===== config.mk =====
export PLATFORM = sky130hd
export DESIGN_NAME = stereo_pan_gain_ramp_unit
export DESIGN_NICKNAME = d
export VERILOG_FILES = /design/src/hw/rtl/spg_pkg.sv /design/src/hw/rtl/spg_divider.sv /design/src/hw/rtl/spg_scaler.sv /design/src/hw/rtl/stereo_pan_gain_ramp_unit.sv
export SDC_FILE = /design/constraint.sdc
export NUM_CORES = 2
export LEC_CHECK = 0
export BUFFER_PORTS_ARGS = -buffer_cell sky130_fd_sc_hd__clkbuf_2
export CAP_MARGIN = 20
export CORE_ASPECT_RATIO = 0.5
export CORE_MARGIN = 2
export CORE_UTILIZATION = 35
export CTS_CLUSTER_SIZE = 28
export DETAILED_ROUTE_END_ITERATION = 6
export SLEW_MARGIN = 20
export SYNTH_ARGS = -nofsm -noshare
export SYNTH_HDL_FRONTEND = slang
export SYNTH_HIERARCHICAL = 1
export SYNTH_SLANG_ARGS = --single-unit

===== constraint.sdc =====
create_clock -name clock -period 12.6 [get_ports clock]
set_input_delay 0.63 -clock clock [delete_from_list [all_inputs] [get_ports clock]]
set_output_delay 0.63 -clock clock [all_outputs]
set_load 0.02 [all_outputs]

===== src/hw/rtl/spg_pkg.sv =====
// ----------------------------------------------------------------------------
// spg_pkg: shared types and constants of the stereo pan gain ramp unit
// Item structs, widths, limits and the quarter-wave cosine table.
// ----------------------------------------------------------------------------
`default_nettype none

package spg_pkg;

   localparam int BLOCK_MAX       = 4096;
   localparam int COS_TABLE_DEPTH = 256;
   localparam int LEN_W           = 13;
   localparam int GAIN_W          = 24;
   localparam int DIV_W           = 24;
   localparam int DIVISOR_W       = 16;
   localparam int CNT_W           = $clog2(DIV_W + 1);
   localparam int COS_IDX_W       = $clog2(COS_TABLE_DEPTH + 1);

   localparam logic [14:0] ANG_45  = 15'd8192;
   localparam logic [14:0] ANG_135 = 15'd24576;
   localparam logic [63:0] HALF_PI_Q30 = 64'd1686629713;

   typedef struct packed {
      logic signed [15:0] sample_in;
      logic               first_of_block;
      logic signed [15:0] azimuth;
      logic [15:0]        distance;
   } req_type;

   typedef struct packed {
      logic signed [15:0] left_out;
      logic signed [15:0] right_out;
   } rsp_type;

   typedef logic [15:0] cos_table_type [COS_TABLE_DEPTH];

   // Q2.30 Taylor series to degree 12, rounded to Q1.15.
   function automatic cos_table_type build_cos_table();
      cos_table_type     t;
      logic [63:0]        x;
      logic [63:0]        x2;
      logic [63:0]        term;
      logic signed [63:0] sum;
      logic [63:0]        q;
      for (int i = 0; i < COS_TABLE_DEPTH; i++) begin
         x    = (64'(i) * HALF_PI_Q30) / 64'(COS_TABLE_DEPTH);
         x2   = (x * x) >> 30;
         term = 64'd1 << 30;
         sum  = $signed(term);
         term = ((term * x2) >> 30) / 64'd2;
         sum  = sum - $signed(term);
         term = ((term * x2) >> 30) / 64'd12;
         sum  = sum + $signed(term);
         term = ((term * x2) >> 30) / 64'd30;
         sum  = sum - $signed(term);
         term = ((term * x2) >> 30) / 64'd56;
         sum  = sum + $signed(term);
         term = ((term * x2) >> 30) / 64'd90;
         sum  = sum - $signed(term);
         term = ((term * x2) >> 30) / 64'd132;
         sum  = sum + $signed(term);
         if (sum < 0) begin
            sum = 64'sd0;
         end
         q = ($unsigned(sum) + 64'd16384) >> 15;
         if (q > 64'd32768) begin
            q = 64'd32768;
         end
         t[i] = q[15:0];
      end
      return t;
   endfunction

   localparam cos_table_type COS_TABLE = build_cos_table();

endpackage

`default_nettype wire


===== src/hw/rtl/spg_divider.sv =====
// ----------------------------------------------------------------------------
// spg_divider: shared restoring divider
// Unsigned quotient, one bit per cycle, done pulses for one cycle at the end.
// ----------------------------------------------------------------------------
`default_nettype none

module spg_divider (
   input  wire logic                           clock,
   input  wire logic                           reset,
   input  wire logic                           start,
   input  wire logic [spg_pkg::DIV_W-1:0]      dividend,
   input  wire logic [spg_pkg::DIVISOR_W-1:0]  divisor,
   output logic                                done,
   output logic [spg_pkg::DIV_W-1:0]           quotient
);

   logic [spg_pkg::DIV_W-1:0]     quo_ff;
   logic [spg_pkg::DIVISOR_W-1:0] rem_ff;
   logic [spg_pkg::DIVISOR_W-1:0] div_ff;
   logic [spg_pkg::CNT_W-1:0]     cnt_ff;
   logic                          done_ff;

   logic [spg_pkg::DIVISOR_W:0]   trial;
   logic                          fits;
   logic [spg_pkg::DIVISOR_W:0]   diff;
   logic [spg_pkg::DIVISOR_W-1:0] rem_in;

   always_comb begin
      trial  = {rem_ff, quo_ff[spg_pkg::DIV_W-1]};
      fits   = (trial >= {1'b0, div_ff});
      diff   = trial - {1'b0, div_ff};
      rem_in = fits ? diff[spg_pkg::DIVISOR_W-1:0] : trial[spg_pkg::DIVISOR_W-1:0];
   end

   always_ff @(posedge clock) begin
      if (reset) begin
         cnt_ff  <= '0;
         done_ff <= 1'b0;
      end else begin
         done_ff <= !start && (cnt_ff == spg_pkg::CNT_W'(1));
         if (start) begin
            quo_ff <= dividend;
            rem_ff <= '0;
            div_ff <= divisor;
            cnt_ff <= spg_pkg::CNT_W'(spg_pkg::DIV_W);
         end else if (cnt_ff != '0) begin
            quo_ff <= {quo_ff[spg_pkg::DIV_W-2:0], fits};
            rem_ff <= rem_in;
            cnt_ff <= cnt_ff - 1'b1;
         end
      end
   end

   assign done     = done_ff;
   assign quotient = quo_ff;

endmodule

`default_nettype wire


===== src/hw/rtl/spg_scaler.sv =====
// ----------------------------------------------------------------------------
// spg_scaler: shared sample-times-gain unit
// Two stages: multiply, then round half up and saturate to Q1.15.
// ----------------------------------------------------------------------------
`default_nettype none

module spg_scaler (
   input  wire logic                             clock,
   input  wire logic signed [15:0]               sample,
   input  wire logic [spg_pkg::GAIN_W-1:0]       gain,
   output logic signed [15:0]                    result
);

   localparam int PROD_W = 16 + spg_pkg::GAIN_W + 1;

   logic signed [PROD_W-1:0]    prod_ff;
   logic signed [15:0]          result_ff;
   logic signed [PROD_W-1:0]    prod_in;
   logic signed [PROD_W-1:0]    rounded;
   logic signed [PROD_W-16:0]   shifted;
   logic signed [15:0]          result_in;

   always_comb begin
      prod_in = PROD_W'(sample * $signed({1'b0, gain}));
      rounded = prod_ff + PROD_W'(16384);
      shifted = rounded[PROD_W-1:15];
      if (shifted > (PROD_W-15)'(32767)) begin
         result_in = 16'sh7FFF;
      end else if (shifted < -(PROD_W-15)'(32768)) begin
         result_in = -16'sh8000;
      end else begin
         result_in = shifted[15:0];
      end
   end

   always_ff @(posedge clock) begin
      prod_ff   <= prod_in;
      result_ff <= result_in;
   end

   assign result = result_ff;

endmodule

`default_nettype wire


===== src/hw/rtl/stereo_pan_gain_ramp_unit.sv =====
// ----------------------------------------------------------------------------
// stereo_pan_gain_ramp_unit: constant-power mono-to-stereo panner
// Pans Q1.15 mono items to a stereo pair with per-sample gain ramps.
// ----------------------------------------------------------------------------
// Usage:
//   req_*: one mono item per handshake (req_valid high, req_stall low).
//     An item with first_of_block set carries a new azimuth and distance
//     and starts a ramp of block_len items toward the new target gains.
//   rsp_*: one stereo item per input item, taken when rsp_stall is low.
//   csr_*: write block_len (1..4096, 0 acts as 1) while the unit is idle.
// Sequence:
//   A plain item runs through S_MUL_L, S_MUL_R, S_CAP_L and S_OUT; the next
//   item is taken once the unit is back in S_IDLE. The two channel products
//   share one two-stage multiplier.
//   A first_of_block item first runs four divisions (left and right
//   target, left and right step) in that order on one shared bit-serial
//   divider.
//   req_stall is high while an item is in work.
// Reset clears gains, steps and ramp count, and sets block_len to 1.
// A stalled result holds in the output register; the unit finishes the next
// item and then holds it until the output register frees up.
// ----------------------------------------------------------------------------
`default_nettype none

module stereo_pan_gain_ramp_unit (
   input  wire logic              clock,
   input  wire logic              reset,
   input  wire logic              req_valid,
   output logic                   req_stall,
   input  wire spg_pkg::req_type  req_data,
   output logic                   rsp_valid,
   input  wire logic              rsp_stall,
   output spg_pkg::rsp_type       rsp_data,
   input  wire logic              csr_valid,
   output logic                   csr_ready,
   input  wire logic [spg_pkg::LEN_W-1:0] csr_data
);

   typedef enum logic [2:0] {
      S_IDLE,
      S_DIV_GO,
      S_DIV_WAIT,
      S_MUL_L,
      S_MUL_R,
      S_CAP_L,
      S_OUT
   } state_type;

   // Which division the shared divider is running
   typedef enum logic [1:0] {
      OP_TL,
      OP_TR,
      OP_SL,
      OP_SR
   } op_type;

   localparam int GW  = spg_pkg::GAIN_W;
   localparam int APW = 15 + $clog2(spg_pkg::COS_TABLE_DEPTH) + 1;
   localparam int COS_IDX_W_L = spg_pkg::COS_IDX_W;

   state_type               state_ff;
   op_type                  op_ff;
   spg_pkg::req_type        item_ff;
   logic [spg_pkg::LEN_W-1:0] block_len_ff;
   logic [GW-1:0]           gain_left_ff;
   logic [GW-1:0]           gain_right_ff;
   logic signed [GW-1:0]    step_left_ff;
   logic signed [GW-1:0]    step_right_ff;
   logic [spg_pkg::LEN_W-1:0] ramp_left_count_ff;
   logic [GW-1:0]           target_left_ff;
   logic [GW-1:0]           target_right_ff;
   logic signed [15:0]      left_res_ff;
   logic                    rsp_valid_ff;
   spg_pkg::rsp_type        rsp_data_ff;

   logic [spg_pkg::LEN_W-1:0]   len_eff;
   logic [15:0]                 dist_eff;
   logic [16:0]                 az_mag;
   logic [14:0]                 mag;
   logic [14:0]                 angle;
   logic [APW-1:0]              ang_prod;
   logic [COS_IDX_W_L-1:0]      cos_idx;
   logic [15:0]                 cos_val;
   logic [GW-1:0]               numer;
   logic [GW-1:0]               tgt_sel;
   logic [GW-1:0]               gain_sel;
   logic signed [GW+1:0]        diff;
   logic signed [GW+1:0]        diff_abs;
   logic                        diff_neg;
   logic [spg_pkg::DIV_W-1:0]   div_dividend;
   logic [spg_pkg::DIVISOR_W-1:0] div_divisor;
   logic                        div_start;
   logic                        div_done;
   logic [spg_pkg::DIV_W-1:0]   div_quo;
   logic signed [GW-1:0]        step_in;
   logic [GW-1:0]               scale_gain;
   logic signed [15:0]          scale_res;
   logic [GW-1:0]               gain_left_in;
   logic [GW-1:0]               gain_right_in;
   logic                        rsp_load;

   // Gain plus step, clamped to the unsigned gain range
   function automatic logic [GW-1:0] advance_gain(input logic [GW-1:0] g,
                                                  input logic signed [GW-1:0] s);
      logic signed [GW+1:0] sum;
      sum = $signed({2'b00, g}) + (GW+2)'(s);
      if (sum < 0) begin
         return '0;
      end else if (sum > $signed({2'b00, {GW{1'b1}}})) begin
         return {GW{1'b1}};
      end else begin
         return sum[GW-1:0];
      end
   endfunction

   // Effective operands: clamp length, treat zero distance as one lsb
   always_comb begin
      if (block_len_ff == '0) begin
         len_eff = spg_pkg::LEN_W'(1);
      end else if (block_len_ff > spg_pkg::LEN_W'(spg_pkg::BLOCK_MAX)) begin
         len_eff = spg_pkg::LEN_W'(spg_pkg::BLOCK_MAX);
      end else begin
         len_eff = block_len_ff;
      end
      dist_eff = (item_ff.distance == 16'd0) ? 16'd1 : item_ff.distance;
   end

   // Fold azimuth to its magnitude, clamp to 45..135 degrees, look up cosine
   always_comb begin
      az_mag = item_ff.azimuth[15] ? (17'd0 - {item_ff.azimuth[15], item_ff.azimuth})
                                   : {1'b0, item_ff.azimuth};
      if (az_mag > {2'b00, spg_pkg::ANG_135}) begin
         mag = spg_pkg::ANG_135;
      end else if (az_mag < {2'b00, spg_pkg::ANG_45}) begin
         mag = spg_pkg::ANG_45;
      end else begin
         mag = az_mag[14:0];
      end
      angle    = (op_ff == OP_TL) ? (spg_pkg::ANG_135 - mag) : (mag - spg_pkg::ANG_45);
      ang_prod = APW'(angle) * APW'(spg_pkg::COS_TABLE_DEPTH) + APW'(8192);
      cos_idx  = COS_IDX_W_L'(ang_prod >> 14);
      if (cos_idx >= COS_IDX_W_L'(spg_pkg::COS_TABLE_DEPTH)) begin
         cos_val = 16'd0;
      end else begin
         cos_val = spg_pkg::COS_TABLE[cos_idx[COS_IDX_W_L-2:0]];
      end
      numer = {cos_val[GW-9:0], 8'd0} + GW'(dist_eff >> 1);
   end

   // Step operands: signed difference of target and current gain
   always_comb begin
      tgt_sel  = (op_ff == OP_SL) ? target_left_ff : target_right_ff;
      gain_sel = (op_ff == OP_SL) ? gain_left_ff : gain_right_ff;
      diff     = $signed({2'b00, tgt_sel}) - $signed({2'b00, gain_sel});
      diff_neg = diff[GW+1];
      diff_abs = diff_neg ? -diff : diff;
   end

   always_comb begin
      unique case (op_ff)
         OP_TL, OP_TR: begin
            div_dividend = numer;
            div_divisor  = dist_eff;
         end
         OP_SL, OP_SR: begin
            div_dividend = diff_abs[GW-1:0];
            div_divisor  = spg_pkg::DIVISOR_W'(len_eff);
         end
         default: begin
            div_dividend = numer;
            div_divisor  = dist_eff;
         end
      endcase
   end

   // Truncated quotient with the sign restored, saturated to the step range
   always_comb begin
      if (diff_neg) begin
         if (div_quo > {1'b1, {(GW-1){1'b0}}}) begin
            step_in = $signed({1'b1, {(GW-1){1'b0}}});
         end else begin
            step_in = $signed(GW'(0) - div_quo);
         end
      end else begin
         if (div_quo > {1'b0, {(GW-1){1'b1}}}) begin
            step_in = $signed({1'b0, {(GW-1){1'b1}}});
         end else begin
            step_in = $signed(div_quo);
         end
      end
   end

   assign div_start  = (state_ff == S_DIV_GO);
   assign scale_gain = (state_ff == S_MUL_L) ? gain_left_ff : gain_right_ff;
   // Hand off when the output register is empty or being taken this cycle
   assign rsp_load   = (state_ff == S_OUT) && (!rsp_valid_ff || !rsp_stall);

   always_comb begin
      gain_left_in  = advance_gain(gain_left_ff, step_left_ff);
      gain_right_in = advance_gain(gain_right_ff, step_right_ff);
   end

   spg_divider u_divider (
      .clock    (clock),
      .reset    (reset),
      .start    (div_start),
      .dividend (div_dividend),
      .divisor  (div_divisor),
      .done     (div_done),
      .quotient (div_quo)
   );

   spg_scaler u_scaler (
      .clock  (clock),
      .sample (item_ff.sample_in),
      .gain   (scale_gain),
      .result (scale_res)
   );

   always_ff @(posedge clock) begin
      if (reset) begin
         state_ff           <= S_IDLE;
         op_ff              <= OP_TL;
         block_len_ff       <= spg_pkg::LEN_W'(1);
         gain_left_ff       <= '0;
         gain_right_ff      <= '0;
         step_left_ff       <= '0;
         step_right_ff      <= '0;
         ramp_left_count_ff <= '0;
         rsp_valid_ff       <= 1'b0;
      end else begin
         // Take the register write whenever it comes
         if (csr_valid) begin
            block_len_ff <= csr_data;
         end
         // Raise valid on a hand-off, drop it once the receiver takes the item
         if (rsp_load) begin
            rsp_valid_ff <= 1'b1;
         end else if (rsp_valid_ff && !rsp_stall) begin
            rsp_valid_ff <= 1'b0;
         end
         unique case (state_ff)
            S_IDLE: begin
               if (req_valid) begin
                  item_ff <= req_data;
                  op_ff   <= OP_TL;
                  state_ff <= req_data.first_of_block ? S_DIV_GO : S_MUL_L;
               end
            end
            S_DIV_GO: begin
               state_ff <= S_DIV_WAIT;
            end
            S_DIV_WAIT: begin
               if (div_done) begin
                  unique case (op_ff)
                     OP_TL: begin
                        target_left_ff <= div_quo;
                        op_ff          <= OP_TR;
                        state_ff       <= S_DIV_GO;
                     end
                     OP_TR: begin
                        target_right_ff <= div_quo;
                        op_ff           <= OP_SL;
                        state_ff        <= S_DIV_GO;
                     end
                     OP_SL: begin
                        step_left_ff <= step_in;
                        op_ff        <= OP_SR;
                        state_ff     <= S_DIV_GO;
                     end
                     OP_SR: begin
                        step_right_ff      <= step_in;
                        ramp_left_count_ff <= len_eff;
                        state_ff           <= S_MUL_L;
                     end
                     default: begin
                        state_ff <= S_IDLE;
                     end
                  endcase
               end
            end
            S_MUL_L: begin
               state_ff <= S_MUL_R;
            end
            S_MUL_R: begin
               state_ff <= S_CAP_L;
            end
            S_CAP_L: begin
               left_res_ff <= scale_res;
               state_ff    <= S_OUT;
            end
            S_OUT: begin
               // Hold until the output register is free, then hand off and ramp
               if (rsp_load) begin
                  rsp_data_ff.left_out  <= left_res_ff;
                  rsp_data_ff.right_out <= scale_res;
                  if (ramp_left_count_ff != '0) begin
                     gain_left_ff       <= gain_left_in;
                     gain_right_ff      <= gain_right_in;
                     ramp_left_count_ff <= ramp_left_count_ff - 1'b1;
                  end
                  state_ff <= S_IDLE;
               end
            end
            default: begin
               state_ff <= S_IDLE;
            end
         endcase
      end
   end

   assign req_stall = (state_ff != S_IDLE);
   assign csr_ready = 1'b1;
   assign rsp_valid = rsp_valid_ff;
   assign rsp_data  = rsp_data_ff;

`ifndef SYNTHESIS
   a_accept_leaves_idle: assert property (@(posedge clock) disable iff (reset)
      req_valid && !req_stall |=> state_ff != S_IDLE)
      else $error("accepted item did not start work");

   a_div_done_in_wait: assert property (@(posedge clock) disable iff (reset)
      div_done |-> state_ff == S_DIV_WAIT)
      else $error("divider finished outside a division wait");

   a_rsp_from_out: assert property (@(posedge clock) disable iff (reset)
      $rose(rsp_valid_ff) |-> $past(state_ff) == S_OUT)
      else $error("result raised outside the hand-off state");

   a_ramp_bounded: assert property (@(posedge clock) disable iff (reset)
      ramp_left_count_ff <= spg_pkg::LEN_W'(spg_pkg::BLOCK_MAX))
      else $error("ramp count beyond the longest block");

   a_ramp_counts_down: assert property (@(posedge clock) disable iff (reset)
      state_ff == S_OUT && (!rsp_valid_ff || !rsp_stall) && ramp_left_count_ff != '0
      |=> ramp_left_count_ff == $past(ramp_left_count_ff) - 1'b1)
      else $error("ramp count did not advance on hand-off");
`endif

endmodule

`default_nettype wire

==> metrics.cfg <==
[critical_path]
start_kind = flip-flop
crit_path_max_fanout = 22
crit_slowest_cell = ha_1
r2r_setup_slack_ps = 2790
worstSetupEndpointType = flip-flop
r2r-start = item_ff[16]
crit_type = flip-flop to flip-flop
critical_path_buf_inv_count = 4
rr_endpoint = u_divider/quotient[21]
cp.arrival_ps = 10180
cp.required_ps = 12960
cpPeakStageDelay_ps = 860
cp_top_family = compound AO/OA/AOI/OAI gates
ff2ff_path_depth = 37

[timing]
finalWorstPathRequiredPeriod_ps = 9814
worst_pin_slew_ps = 1129
finalCritPeriodShare_pct = 77.89
drv_slew = 0
max_freq_ghz = 0.1019
tns_ps = 0
hold_ws_ps = 188.7
grt_setup_unrepaired = false
setup_viol_count_final = 0
slew_headroom_pct = 24.73
clock-skew-final_ps = 37.28
hold_violations = 0

[die]
io_pins = 102
placementRows = 86
die_h_um = 239.9
start_util_pct = 35.33
fp.dieW_um = 475.9
core-area_mm2 = 0.1103
fp.dieArea_mm2 = 0.1142

[power]
power_density_mw_per_mm2 = 116.9
ir_drop_uv = 87.64
p_leak_nw = 17.27

[drt]
drt_iter0_drc = 2652
dr.pass1.iters = 6
num_vias = 33960
drcViolationCount = 0
ant_nets = 0
routed_wl_um = 127700
via_per_inst = 5.681
wl_per_cell_um = 21.36

[clocking]
tritoncts = built
cts_setup_buffers = 0
htreeDepth = 2
ctsHoldBuffers = 0
cts_sinks = 377
cts-resized-gates = 0
clock_path_buffers = 3
clkLatencyLatePin_ps = 620
cts-root-buf = clkbuf_16
path_clk_slew_ps = 60
cts_buffers = 42

[synth]
synth_area_leaders = fa_1 (16%), edfxtp_1 (15%), dfxtp_1 (9.1%), ha_1 (8.3%), nand2_1 (4.5%)
synth_commonest_cells = nand2_1 (467), inv_1 (451), nor2_1 (358)
syn_area_per_cell_um2 = 8.667
synth_nets = 5131
ys_seq_area_share_pct = 24.50
yosysMostFrequentCell = nand2_1
ys_warn_count = 6
synth_ff_type = edfxtp_1
synth_edf_count = 200
syn_area_mm2 = 0.03897
synthArstFlopShare_pct = 0
synth_area_leader_cell = fa_1
synthCells = 4496
synth_cell_type_count = 121
ys_ff_latch = 377
yosysTopAreaCellShare_pct = 15.93

[place]
dpl.hpwl_um = 92510
routabilityCongestion = 0.9721
portBuffers = 100

[grt]
grtUsageTotal_pct = 22.17
grt_pass1_vias = 33760
grt_max_degree = 62
antenna_found_initial = 4
grt_pass1_wl_um = 197800
grt.overflow.total = 0

[run]
maxCapViolCount = 0

[final_layout]
syn_to_final_growth_pct = 8.666
drive_above_1_share_pct = 9.282
fill_cells = 11140
fin_nets = 5083

[min_path]
hold_depth = 1
hp-class = input pin to flip-flop
min-delay-start = req_data[28]
holdPathEnd = item_ff[28]

[status]
status = finished, final reports clean

-- how the worst max path moves through the flow --
| stage | slack [ps] | startpoint | cells past startpoint | endpoint |
|---|---|---|---|---|
| global route | 2310 | item_ff[16] | 38 | u_divider/quotient[21] |
| global placement | 3310 | item_ff[16] | 37 | u_divider/quotient[21] |
| detailed placement | 3100 | item_ff[16] | 37 | u_divider/quotient[21] |
| finish | 2790 | item_ff[16] | 37 | u_divider/quotient[21] |
| CTS | 3050 | item_ff[16] | 37 | u_divider/quotient[21] |
| floorplan | 3900 | item_ff[17] | 44 | u_divider/quotient[18] |
-- routing by layer --
metal / GRT usage (%) / up-vias / part of all wire (%)
met5: 0 / - / 0
met4: 7.340 / 0 / 3.3
met3: 3.520 / 246 / 6.9
met2: 36.41 / 1241 / 46
met1: 29.74 / 16950 / 44
li1: - / 15520 / -
-- state kept, by name, summed over array words and instances (netlist names) --
| signal | count |
|---|---|
| u_divider/rem_ff | 16 |
| u_divider/done | 1 |
| block_len_ff | 13 |
| gain_left_ff | 24 |
| ramp_left_count_ff | 13 |
| u_divider/quotient | 24 |
| u_divider/cnt_ff | 5 |
| u_scaler/result | 16 |
| left_res_ff | 16 |
| step_right_ff | 24 |
| item_ff | 48 |
| rsp_valid | 1 |
| u_divider/div_ff | 16 |
| gain_right_ff | 24 |
| u_scaler/prod_ff | 27 |
| rsp_data | 32 |
| state_ff | 3 |
| op_ff | 2 |
| target_left_ff | 24 |
| step_left_ff | 24 |
| target_right_ff | 24 |
-- power by group --
| part | internal [mW] | switching (mW) |
|---|---|---|
| registers | 1.44 | 0.123 |
| logic | 0.684 | 1.39 |
| clock network | 0.738 | 0.568 |
-- layout by cell type, fill, tap and decap left out, types with 94 or more instances in the layout --
cell,Yosys,final
edfxtp_1,200,200
inv_1,451,451
dfxtp_1,177,177
nor3_1,102,101
nand2_1,467,467
fa_1,310,310
o21ai_0,228,226
nand3_1,94,94
xnor2_1,112,112
nor2_1,358,351
ha_1,258,257
clkbuf_2,0,100
a21oi_1,221,220
and2_1,187,187
-- final cells by class --
cell class              instances  area, um2  share of cell area [%]
flip-flops and latches        377       9549                   22.55
well taps                    1496       1872                   4.420
clock buffers                  55       1151                   2.718
clock inverters                23      287.8                  0.6796
diodes                          1      2.502                0.005909
repair buffers                168       1049                   2.476
inverters                     456       1712                   4.042
multi-input cells            3403      26720                   63.11
-- per-stage QoR --
step	std cells	util, %	power, mW	setup WS [ps]	instance area (um2)
2_1_floorplan	4496	-	2.936	3900	38970
3_3_place_gp	5895	37.02	3.597	3312	40830
3_5_place_dp	5896	37.04	3.595	3102	40850
4_1_cts	5974	38.34	4.917	3053	42290
5_1_grt	5979	38.39	5.178	2312	42350
6_report	5979	38.39	4.949	2786	42350
-- kinds of logic after synthesis --
kind of cell,count (synthesis),share of synthesized area [%]
AO/OA/AOI/OAI,1024,17.69
XOR/XNOR,173,3.927
adder cells (fa/ha/maj),568,24.21
buffers and inverters,716,7.250
flip-flops,377,24.50
multiplexers,130,3.577
other,1,0.009623
AND/OR/NAND/NOR,1507,18.83
No activity file was read; power rests on OpenSTA's default activity.
